`config.mk`:
```
export PLATFORM = sky130hd
export DESIGN_NAME = latin_square_trace_and_repeat_check
export DESIGN_NICKNAME = d
export VERILOG_FILES = /design/src/hdl/lsq_pkg.sv /design/src/hdl/latin_square_trace_and_repeat_check.sv /design/src/hdl/lsq_pos.sv /design/src/hdl/lsq_check.sv
export VERILOG_INCLUDE_DIRS = /design/src /design/src/hdl
export SDC_FILE = /design/constraint.sdc
export NUM_CORES = 2
export LEC_CHECK = 0
export BUFFER_PORTS_ARGS = -buffer_cell sky130_fd_sc_hd__buf_4
export CAP_MARGIN = 15
export CORE_ASPECT_RATIO = 0.5
export CORE_MARGIN = 8
export CORE_UTILIZATION = 55
export CTS_BUF_LIST = sky130_fd_sc_hd__clkbuf_4
export DETAILED_ROUTE_END_ITERATION = 10
export PLACE_DENSITY = 0.71
export SYNTH_ARGS = -nofsm -noshare
export SYNTH_HDL_FRONTEND = slang
export SYNTH_MEMORY_MAX_BITS = 65536
export SYNTH_SLANG_ARGS = --single-unit
```
`constraint.sdc`:
```
create_clock -name aclk -period 19.2 [get_ports aclk]
set_input_delay 0.96 -clock aclk [delete_from_list [all_inputs] [get_ports aclk]]
set_output_delay 0.96 -clock aclk [all_outputs]
set_load 0.1 [all_outputs]
```
`src/hdl/latin_square_trace_and_repeat_check_assert.svh`:
```
// Assertion macros shared by the checker RTL.
`ifndef LATIN_SQUARE_TRACE_AND_REPEAT_CHECK_ASSERT_SVH
`define LATIN_SQUARE_TRACE_AND_REPEAT_CHECK_ASSERT_SVH

`ifndef SYNTHESIS
// same-cycle implication
`define LSQ_ASSERT_IMP(label, clk, rstn, ante, cons) \
    label: assert property (@(posedge clk) disable iff (!rstn) (ante) |-> (cons)) \
        else $error("lsq assertion failed");
// next-cycle implication
`define LSQ_ASSERT_NXT(label, clk, rstn, ante, cons) \
    label: assert property (@(posedge clk) disable iff (!rstn) (ante) |=> (cons)) \
        else $error("lsq assertion failed");
`else
`define LSQ_ASSERT_IMP(label, clk, rstn, ante, cons)
`define LSQ_ASSERT_NXT(label, clk, rstn, ante, cons)
`endif

`endif

```
`src/hdl/lsq_pkg.sv`:
```
package lsq_pkg;

    localparam int MAX_N   = 64;             // largest value tracked in a bitmap
    localparam int BMP_W   = MAX_N;          // bitmap width
    localparam int DIM_MAX = 64;             // largest side length
    localparam int POS_W   = $clog2(DIM_MAX);
    localparam int SIZE_W  = 7;
    localparam int VAL_W   = 7;
    localparam int TRACE_W = 13;
    localparam int CNT_W   = 7;
    localparam int DATA_IN_W  = 8;
    localparam int DATA_OUT_W = 32;
    localparam logic [SIZE_W-1:0] SIZE_RESET = SIZE_W'(4);

    // one element on its way from the position counters to the check stage
    typedef struct packed {
        logic [VAL_W-1:0] value;
        logic [POS_W-1:0] col;
        logic             row0;
        logic             diag;
        logic             end_row;
        logic             end_mat;
    } item_t;

    // one column entry of the bitmap memory
    typedef struct packed {
        logic             rep;
        logic [BMP_W-1:0] seen;
    } col_word_t;

    typedef struct packed {
        logic [CNT_W-1:0]   cols;
        logic [CNT_W-1:0]   rows;
        logic [TRACE_W-1:0] trace;
    } result_t;

    // one-hot mark for a value; zero and values above MAX_N mark nothing
    function automatic logic [BMP_W-1:0] value_bit(input logic [VAL_W-1:0] v);
        logic [BMP_W-1:0] b;
        b = '0;
        if (v != VAL_W'(0) && int'(v) <= MAX_N) begin
            b = BMP_W'(1) << (v - VAL_W'(1));
        end
        return b;
    endfunction

endpackage

```
`src/hdl/latin_square_trace_and_repeat_check.sv`:
```
// Latin-square checker with trace. Send the n*n elements of a matrix in
// row-major order, one per s_ beat; on the last element one m_ beat carries
// the diagonal sum, the number of rows holding a repeated value and the number
// of columns holding one. The block takes one beat per clock cycle unless a
// last element is held. The result is registered in an output register when
// the last element leaves the p1 stage, so input keeps flowing while it waits,
// up to the last element of the next matrix, which is held until the result
// is taken. Throughput is set by the column bitmap memory, which sees one read
// and one write per element (read at accept, write as the element leaves the
// p1 stage). The memory needs no clearing pass: row 0 of every matrix rewrites
// each column entry. Writing cfg_wr_data (side length n, 0 taken as 1, above 64
// taken as 64) restarts at row 0, column 0; write it only when the block is idle.
`include "latin_square_trace_and_repeat_check_assert.svh"

module latin_square_trace_and_repeat_check (
    input  logic                             aclk,
    input  logic                             aresetn,
    input  logic                             cfg_wr_en,
    input  logic [lsq_pkg::SIZE_W-1:0]       cfg_wr_data,   // matrix_size
    input  logic                             s_tvalid,
    output logic                             s_tready,
    input  logic [lsq_pkg::DATA_IN_W-1:0]    s_tdata,       // [6:0] value, [7] zero
    output logic                             m_tvalid,
    input  logic                             m_tready,
    output logic [lsq_pkg::DATA_OUT_W-1:0]   m_tdata        // [12:0] trace,
                                                            // [19:13] repeated_rows,
                                                            // [26:20] repeated_cols,
                                                            // [31:27] zero
);
    import lsq_pkg::*;

    logic            s_accept;
    logic [POS_W-1:0] rd_col;
    logic            p1_valid;
    item_t           p1_item;
    logic            p1_adv;
    result_t         result;
    logic            m_valid_reg, m_valid_next;
    result_t         m_data_reg;

    // hold the last element while a previous result is still waiting
    assign p1_adv = p1_valid && (!p1_item.end_mat || !m_valid_reg || m_tready);

    lsq_pos u_pos (
        .aclk        (aclk),
        .aresetn     (aresetn),
        .cfg_wr_en   (cfg_wr_en),
        .cfg_wr_data (cfg_wr_data),
        .s_tvalid    (s_tvalid),
        .s_tready    (s_tready),
        .s_value     (s_tdata[VAL_W-1:0]),
        .p1_adv      (p1_adv),
        .s_accept    (s_accept),
        .rd_col      (rd_col),
        .p1_valid    (p1_valid),
        .p1_item     (p1_item)
    );

    lsq_check u_check (
        .aclk     (aclk),
        .aresetn  (aresetn),
        .restart  (cfg_wr_en),
        .s_accept (s_accept),
        .rd_col   (rd_col),
        .p1_adv   (p1_adv),
        .p1_item  (p1_item),
        .result   (result)
    );

    always_comb begin
        m_valid_next = m_valid_reg;
        if (p1_adv && p1_item.end_mat) begin
            m_valid_next = 1'b1;
        end else if (m_tready) begin
            m_valid_next = 1'b0;
        end
    end

    always_ff @(posedge aclk) begin
        if (!aresetn) begin
            m_valid_reg <= 1'b0;
        end else begin
            m_valid_reg <= m_valid_next;
        end
    end

    always_ff @(posedge aclk) begin
        if (p1_adv && p1_item.end_mat) begin
            m_data_reg <= result;
        end
    end

    assign m_tvalid = m_valid_reg;
    assign m_tdata  = DATA_OUT_W'(m_data_reg);

    `LSQ_ASSERT_NXT(a_result_shown, aclk, aresetn, p1_adv && p1_item.end_mat, m_tvalid)
    `LSQ_ASSERT_IMP(a_ready_when_empty, aclk, aresetn, !p1_valid, s_tready)

endmodule

```
`src/hdl/lsq_pos.sv`:
```
`include "latin_square_trace_and_repeat_check_assert.svh"

module lsq_pos (
    input  logic                        aclk,
    input  logic                        aresetn,
    input  logic                        cfg_wr_en,
    input  logic [lsq_pkg::SIZE_W-1:0]  cfg_wr_data,
    input  logic                        s_tvalid,
    output logic                        s_tready,
    input  logic [lsq_pkg::VAL_W-1:0]   s_value,
    input  logic                        p1_adv,
    output logic                        s_accept,
    output logic [lsq_pkg::POS_W-1:0]   rd_col,
    output logic                        p1_valid,
    output lsq_pkg::item_t              p1_item
);
    import lsq_pkg::*;

    logic [SIZE_W-1:0] size_reg;
    logic [POS_W-1:0]  col_pos_reg, col_pos_next;
    logic [POS_W-1:0]  row_pos_reg, row_pos_next;
    logic              p1_valid_reg, p1_valid_next;
    item_t             p1_item_reg, p1_item_next;
    logic [SIZE_W-1:0] side;
    logic              last_col, last_row;

    always_comb begin
        if (size_reg == SIZE_W'(0)) begin
            side = SIZE_W'(1);
        end else if (size_reg > SIZE_W'(DIM_MAX)) begin
            side = SIZE_W'(DIM_MAX);
        end else begin
            side = size_reg;
        end
    end

    assign last_col = (SIZE_W'(col_pos_reg) + SIZE_W'(1)) == side;
    assign last_row = (SIZE_W'(row_pos_reg) + SIZE_W'(1)) == side;

    assign s_tready = !p1_valid_reg || p1_adv;
    assign s_accept = s_tvalid && s_tready;
    assign rd_col   = col_pos_reg;

    always_comb begin
        col_pos_next  = col_pos_reg;
        row_pos_next  = row_pos_reg;
        p1_valid_next = p1_valid_reg;
        p1_item_next  = p1_item_reg;
        if (p1_adv) begin
            p1_valid_next = 1'b0;
        end
        if (s_accept) begin
            p1_valid_next        = 1'b1;
            p1_item_next.value   = s_value;
            p1_item_next.col     = col_pos_reg;
            p1_item_next.row0    = (row_pos_reg == '0);
            p1_item_next.diag    = (row_pos_reg == col_pos_reg);
            p1_item_next.end_row = last_col;
            p1_item_next.end_mat = last_col && last_row;
            if (last_col) begin
                col_pos_next = '0;
                row_pos_next = last_row ? '0 : row_pos_reg + POS_W'(1);
            end else begin
                col_pos_next = col_pos_reg + POS_W'(1);
            end
        end
    end

    always_ff @(posedge aclk) begin
        if (!aresetn) begin
            size_reg     <= SIZE_RESET;
            col_pos_reg  <= '0;
            row_pos_reg  <= '0;
            p1_valid_reg <= 1'b0;
        end else if (cfg_wr_en) begin
            // abandon the current matrix
            size_reg     <= cfg_wr_data;
            col_pos_reg  <= '0;
            row_pos_reg  <= '0;
            p1_valid_reg <= p1_valid_next;
        end else begin
            col_pos_reg  <= col_pos_next;
            row_pos_reg  <= row_pos_next;
            p1_valid_reg <= p1_valid_next;
        end
    end

    always_ff @(posedge aclk) begin
        p1_item_reg <= p1_item_next;
    end

    assign p1_valid = p1_valid_reg;
    assign p1_item  = p1_item_reg;

    `LSQ_ASSERT_IMP(a_col_in_range, aclk, aresetn, 1'b1, SIZE_W'(col_pos_reg) < side)

endmodule

```
`src/hdl/lsq_check.sv`:
```
`include "latin_square_trace_and_repeat_check_assert.svh"

module lsq_check (
    input  logic                        aclk,
    input  logic                        aresetn,
    input  logic                        restart,
    input  logic                        s_accept,
    input  logic [lsq_pkg::POS_W-1:0]   rd_col,
    input  logic                        p1_adv,
    input  lsq_pkg::item_t              p1_item,
    output lsq_pkg::result_t            result
);
    import lsq_pkg::*;

    col_word_t          col_mem [DIM_MAX];
    col_word_t          rd_reg;
    col_word_t          wr_word;
    logic [BMP_W-1:0]   row_seen_reg, row_seen_next;
    logic               row_rep_reg, row_rep_next;
    logic [TRACE_W-1:0] trace_reg, trace_next;
    logic [CNT_W-1:0]   bad_row_reg, bad_row_next;
    logic [CNT_W-1:0]   bad_col_reg, bad_col_next;
    logic [BMP_W-1:0]   bit_v;
    logic               row_rep_now, col_hit, col_inc;

    always_comb begin
        bit_v       = value_bit(p1_item.value);
        row_rep_now = row_rep_reg || (|(row_seen_reg & bit_v));
        col_hit     = |(rd_reg.seen & bit_v);
        if (p1_item.row0) begin
            // first row rewrites the column entry
            wr_word.seen = bit_v;
            wr_word.rep  = 1'b0;
            col_inc      = 1'b0;
        end else begin
            wr_word.seen = rd_reg.seen | bit_v;
            wr_word.rep  = rd_reg.rep | col_hit;
            col_inc      = col_hit && !rd_reg.rep;
        end
        trace_next    = trace_reg + (p1_item.diag ? TRACE_W'(p1_item.value) : TRACE_W'(0));
        bad_row_next  = bad_row_reg + CNT_W'(p1_item.end_row && row_rep_now);
        bad_col_next  = bad_col_reg + CNT_W'(col_inc);
        row_seen_next = p1_item.end_row ? '0 : (row_seen_reg | bit_v);
        row_rep_next  = p1_item.end_row ? 1'b0 : row_rep_now;
    end

    assign result.trace = trace_next;
    assign result.rows  = bad_row_next;
    assign result.cols  = bad_col_next;

    // a column is read again only a full row later, after its write
    always_ff @(posedge aclk) begin
        if (s_accept) begin
            rd_reg <= col_mem[rd_col];
        end
        if (p1_adv) begin
            col_mem[p1_item.col] <= wr_word;
        end
    end

    always_ff @(posedge aclk) begin
        if (!aresetn || restart) begin
            row_seen_reg <= '0;
            row_rep_reg  <= 1'b0;
            trace_reg    <= '0;
            bad_row_reg  <= '0;
            bad_col_reg  <= '0;
        end else if (p1_adv) begin
            if (p1_item.end_mat) begin
                row_seen_reg <= '0;
                row_rep_reg  <= 1'b0;
                trace_reg    <= '0;
                bad_row_reg  <= '0;
                bad_col_reg  <= '0;
            end else begin
                row_seen_reg <= row_seen_next;
                row_rep_reg  <= row_rep_next;
                trace_reg    <= trace_next;
                bad_row_reg  <= bad_row_next;
                bad_col_reg  <= bad_col_next;
            end
        end
    end

    `LSQ_ASSERT_IMP(a_rows_bound, aclk, aresetn, 1'b1, bad_row_reg <= CNT_W'(DIM_MAX))
    `LSQ_ASSERT_IMP(a_cols_bound, aclk, aresetn, 1'b1, bad_col_reg <= CNT_W'(DIM_MAX))

endmodule
```
==> Yosys cells after proc, flatten, opt, wreduce, memory -nomap -nowiden <==
Memories as Yosys holds them, arrays and structs flattened. A register that Yosys moved wholly into a read port is not among the register bits.
Index checks and enable logic that the tools add are counted.
{ "op_classes": {"n_addsub": 8, "bitwise": 6, "div_mod_pow": 0, "mux": 21, "n_lt_le_gt_ge": 2, "eq_ne": 3, "n_reduce_logical": 26, "n_mul": 0, "n_shift": 1} }
{ "op_table": {"columns": ["operator", "count"], "rows": [
  ["64-bit 2-to-1 mux", 3],
  ["64-bit bitwise AND", 2],
  ["64-bit OR", 2],
  ["64-bit OR reduction", 2],
  ["65-bit 2-to-1 mux", 1],
  ["1-bit by 7-bit << shifter with 64-bit output, first input constant", 1],
  ["7-bit 2-to-1 mux", 5],
  ["6-bit by 1-bit adder with 7-bit output, second input constant", 2],
  ["7-bit by 1-bit adder with 7-bit output", 2],
  ["7-bit equality test", 2],
  ["13-bit adder", 1],
  ["13-bit 2-to-1 mux", 1],
  ["6-bit by 1-bit adder with 6-bit output, second input constant", 2],
  ["6-bit 2-to-1 mux", 2],
  ["1-bit 2-to-1 mux", 9],
  ["7-bit > comparator, second input constant", 1],
  ["7-bit less-or-equal comparator, second input constant", 1],
  ["1-bit logical AND", 7],
  ["7-bit logical NOT", 1],
  ["7-bit nonzero test", 1],
  ["7-bit by 1-bit subtractor with 7-bit output, second input constant", 1],
  ["6-bit equality test", 1],
  ["6-bit logical NOT", 1],
  ["1-bit logical NOT", 5],
  ["other kinds (6)", 11]
]} }
{ "totals": {"mem_count": 1, "rom_bits": 0, "word_cells": 87, "register_bits": 157, "ramBits": 4160, "out_inout_bits": 34, "latchBits": 0} }
{ "memory_table": {"columns": ["memory", "depth", "word_bits", "read_ports", "rd_ports_with_merged_regs", "write_ports", "line", "source"], "rows": [
  ["u_check.col_mem", 64, 65, 1, 1, 1, "lsq_check.sv:15", "col_word_t col_mem [DIM_MAX];"]
]} }

==> Depth between registers and ports, before layout <==
{ "depth": {"word_depth": 9, "mapped_depth": 20, "mapped_depth_nobuf": 16} }

==> By module <==
From an unflattened synthesis, not the netlist that was laid out.
{ "unflattened": {"hier_cells": 6970, "hier_area_um2": 168014.9} }
{ "modules_own_cells": {"columns": ["module", "cells_each", "instances", "area_each_um2"], "rows": [
  ["lsq_check", 6726, 1, 165128.4],
  ["lsq_pos", 204, 1, 1979.4],
  ["latin_square_trace_and_repeat_check", 40, 1, 907.1]
]} }

==> Worst setup path after synthesis <==
Ideal clock, no wire load.
{ "synth_path": {"kind": "register to register", "from": "register u_pos.p1_item_reg (netlist bit u_pos.p1_item[10])", "to": "memory u_check.col_mem[0][60] (netlist bit), data pin", "path_stages_with_launch": 7, "setup_slack_ns": 12.989, "n_path_buf": 3, "period_less_slack_ns": 6.211, "arrival_ns": 5.306, "t_required_ns": 18.295, "path_cell_list": "edfxtp_1 > clkbuf_1 > clkbuf_1 > nor2_1 > ha_1 > buf_1 > o41ai_1"} }
{ "synth_lines": {"columns": ["element", "line", "source"], "rows": [
  ["start, declared", "lsq_pos.sv:23", "item_t p1_item_reg, p1_item_next;"],
  ["start signal, assigned", "lsq_pos.sv:89", "p1_item_reg <= p1_item_next;"],
  ["end, declared", "lsq_check.sv:15", null]
]} }

==> impl_metrics.yaml <==
timing:
  fin_worst_skew_ns: 0.157
  rsz0062_at_grt: "no"
  max_freq_mhz: 144
  max-slew-margin-rel_pct: 14.2
  period_share_pct: 36.1
  finalHoldViolCount: 0
  layout_setup_ws_ns: 12.28
  fin_setup_tns_ns: 0
  setup_viol: 0
  min_period_ns: 6.92
  tightestPinTransition_ns: 1.28
  maxSlewViolCount: 0
placed_design:
  place_ws_ns: 12.11
  io_buffers: 47
  placed_area_um2: 175000
  gp_congestion: 0.877
  dp.final_hpwl_mm: 234
worst_hold_path:
  hold_start: "s_tdata[2]"
  hold_path.class: "primary input to flop"
  hold_depth: 2
  holdPathEnd: "u_pos.p1_item[12]"
die:
  initial_utilization_pct: 55.3
  fp-row-count: 143
  io_pins: 54
  fp.dieW_um: 798
  die_h_um: 407
  core-area_um2: 304000
  floorplan.die_area_um2: 325000
routing:
  final_antenna_net_count: 0
  finalWirelength_mm: 446
  drcViolationCount: 0
  dr.pass1.iters: 6
  initialDrtViolationCount: 14700
  vias_per_cell: 6.72
  wl_per_cell_um: 35.4
  num_vias: 84500
critical_path:
  slowest_delay_ns: 0.96
  endpoint_kind: "flop"
  rr_endpoint: "u_check.rd_reg[16]"
  path_class: "flop to flop"
  r2r_start: "u_pos.rd_col[0]"
  reg2reg_slack_ns: 12.28
  slowest_stage: "dfxtp_4"
  cpMostUsedCell: "buf_4"
  path_max_fanout: 45
  cp_num_buf_inv: 5
  cp_data_required_time_ns: 20.42
  cp-start-kind: "flop"
  path_cells: "buf_4, buf_4, buf_4, buf_4, buf_4, mux4_2, mux4_2, mux4_2"
  arrival_ns: 8.14
  r2r_cells: 8
  path_delay_family: "buffers and inverters"
power_and_ir_drop:
  ir_drop_mv: 0.0555
  p_leak_nw: 57.9
  powerDensity_nw_per_um2: 95.8
global_route:
  grt_max_degree: 144
  antenna_found_initial: 26
  grt_overflow: 0
  track_usage_pct: 27.2
  grt_pass1_vias: 83700
  grt_pass1_wl_mm: 621
yosys:
  synth_top_area_share_pct: 76.3
  synthTopCellsByCount: "edfxtp_1 (4269), mux4_2 (1365), clkbuf_1 (241)"
  async_flop_share_pct: 0
  synthCells: 6975
  synthFlopType: "edfxtp_1"
  synth-seq-cells: 4382
  synth.area.top_cells: "edfxtp_1 (76%), mux4_2 (18%), dfxtp_1 (1.3%)"
  ys_seq_area_share_pct: 77.6
  synth_edf_count: 4269
  synth.most_common_cell: "edfxtp_1"
  synth_area_leader_cell: "edfxtp_1"
  synth_cell_types: 76
  syn-cell-area_um2: 168000
  ys_warn_count: 0
  avgSynthCellArea_um2: 24.1
cts:
  cts_made_buffers: 919
  cts_root_buf: "clkbuf_4"
  cts_buffer_depth: 4
  path_clk_slew_ns: 0.08
  cts_tree: "done"
  clock_latency_ns: 1.50
  clock_sink_count: 4382
  cts.htree.levels: 6
outcome:
  status: "completed"
layout:
  drive_above_1_share_pct: 38.7
  nFillCells: 20500
  seq_area_um2: 130000
  largest_reg_flops: 4160
  nNetsFinal: 7870
  multiInputGateArea_um2: 36600
  fin_util_pct: 61.5
  design_area_um2: 187000
  syn2layout_area_growth_pct: 11.2
flow_run:
  drv_cap: 0
-- repair_timing --
action / CTS / global route
resized for setup: 0 / 0
buffers inserted: 0 / 0
hold endpoints to repair: 43 / 0
hold buffers: 29 / 0
-- worst reg2reg max path: stages (launching register included) --
cell and delay, ns:
dfxtp_4 0.96, buf_4 0.76, buf_4 0.69, buf_4 0.85, buf_4 0.81, buf_4 0.80, mux4_2 0.65, mux4_2 0.59
mux4_2 0.53
-- logic make-up after synthesis --
group                      count (synthesis)  synth area share (%)
AOI/OAI and AO/OA                        298                  1.23
xor gates and xnor gates                  40                 0.217
adders and majority gates                 16                 0.124
buffers and inverters                    423                  1.12
DFF                                     4382                  77.6
muxes                                   1385                  18.4
other                                      1               0.00223
and+or+nand+nor                          430                  1.27
-- worst max path at each step --
stage                      startpoint                     end  cells after the start
floorplan           u_pos.p1_item[10]  u_check.col_mem[0][60]                      6
CTS                   u_pos.rd_col[0]      u_check.rd_reg[16]                      8
detailed placement    u_pos.rd_col[0]      u_check.rd_reg[16]                      8
global route          u_pos.rd_col[0]      u_check.rd_reg[16]                      8
global placement      u_pos.rd_col[0]      u_check.rd_reg[16]                      8
finish                u_pos.rd_col[0]      u_check.rd_reg[16]                      8
-- final cells by class --
| class | instances | area share (%) |
|---|---|---|
| Clock inverter | 171 | 0.559 |
| Tap cell | 4060 | 2.72 |
| Clock buffer | 1429 | 5.74 |
| Inverter | 20 | 0.0435 |
| Antenna cell | 13 | 0.0174 |
| Multi-Input combinational cell | 2174 | 19.6 |
| Sequential cell | 4382 | 69.8 |
| Timing Repair Buffer | 337 | 1.56 |
-- routing by layer --
metal  up-vias  routed length (um)  track usage, %
met5         -                  62               0
met4        12               16100            9.67
met3       932               64500            7.80
met2      6609              199000            39.9
met1     44500              166000            39.6
li1      32500                   -               -
-- where the power goes --
group	internal, mW	switching [mW]	leakage, nW
sequential	10.4	0.0284	40.2
combinational	0.222	0.261	10.6
clock	3.52	3.51	7.07
-- per-stage QoR --
stage | power, mW | hold slack, ns | std cells
floorplan | 11.0 | 0.403 | 6979
global placement | 11.1 | 0.448 | 10900
detailed placement | 11.1 | 0.451 | 10900
CTS | 18.0 | 0.0213 | 12600
global route | 18.5 | 0.0987 | 12600
finish | 17.9 | 0.189 | 12600
-- cell usage in the layout (no fill, tap or decap), types with 14 or more instances in the layout --
cell type	instances
o21ai_0	25
nor2_4	64
xor2_1	14
buf_12	20
a22o_1	18
mux4_2	1365
dlygate4sd3_1	29
ha_1	15
edfxtp_1	4269
inv_1	17
a22o_2	34
nand2_1	58
nand4_1	14
inv_2	14
nor2_1	121
a22oi_1	24
xnor2_1	25
clkbuf_4	1429
dfxtp_1	107
nand3b_1	18
nor2b_1	18
nand3_1	47
a21oi_1	93
clkinv_1	123
buf_4	285
(Power assumes the default switching activity.)
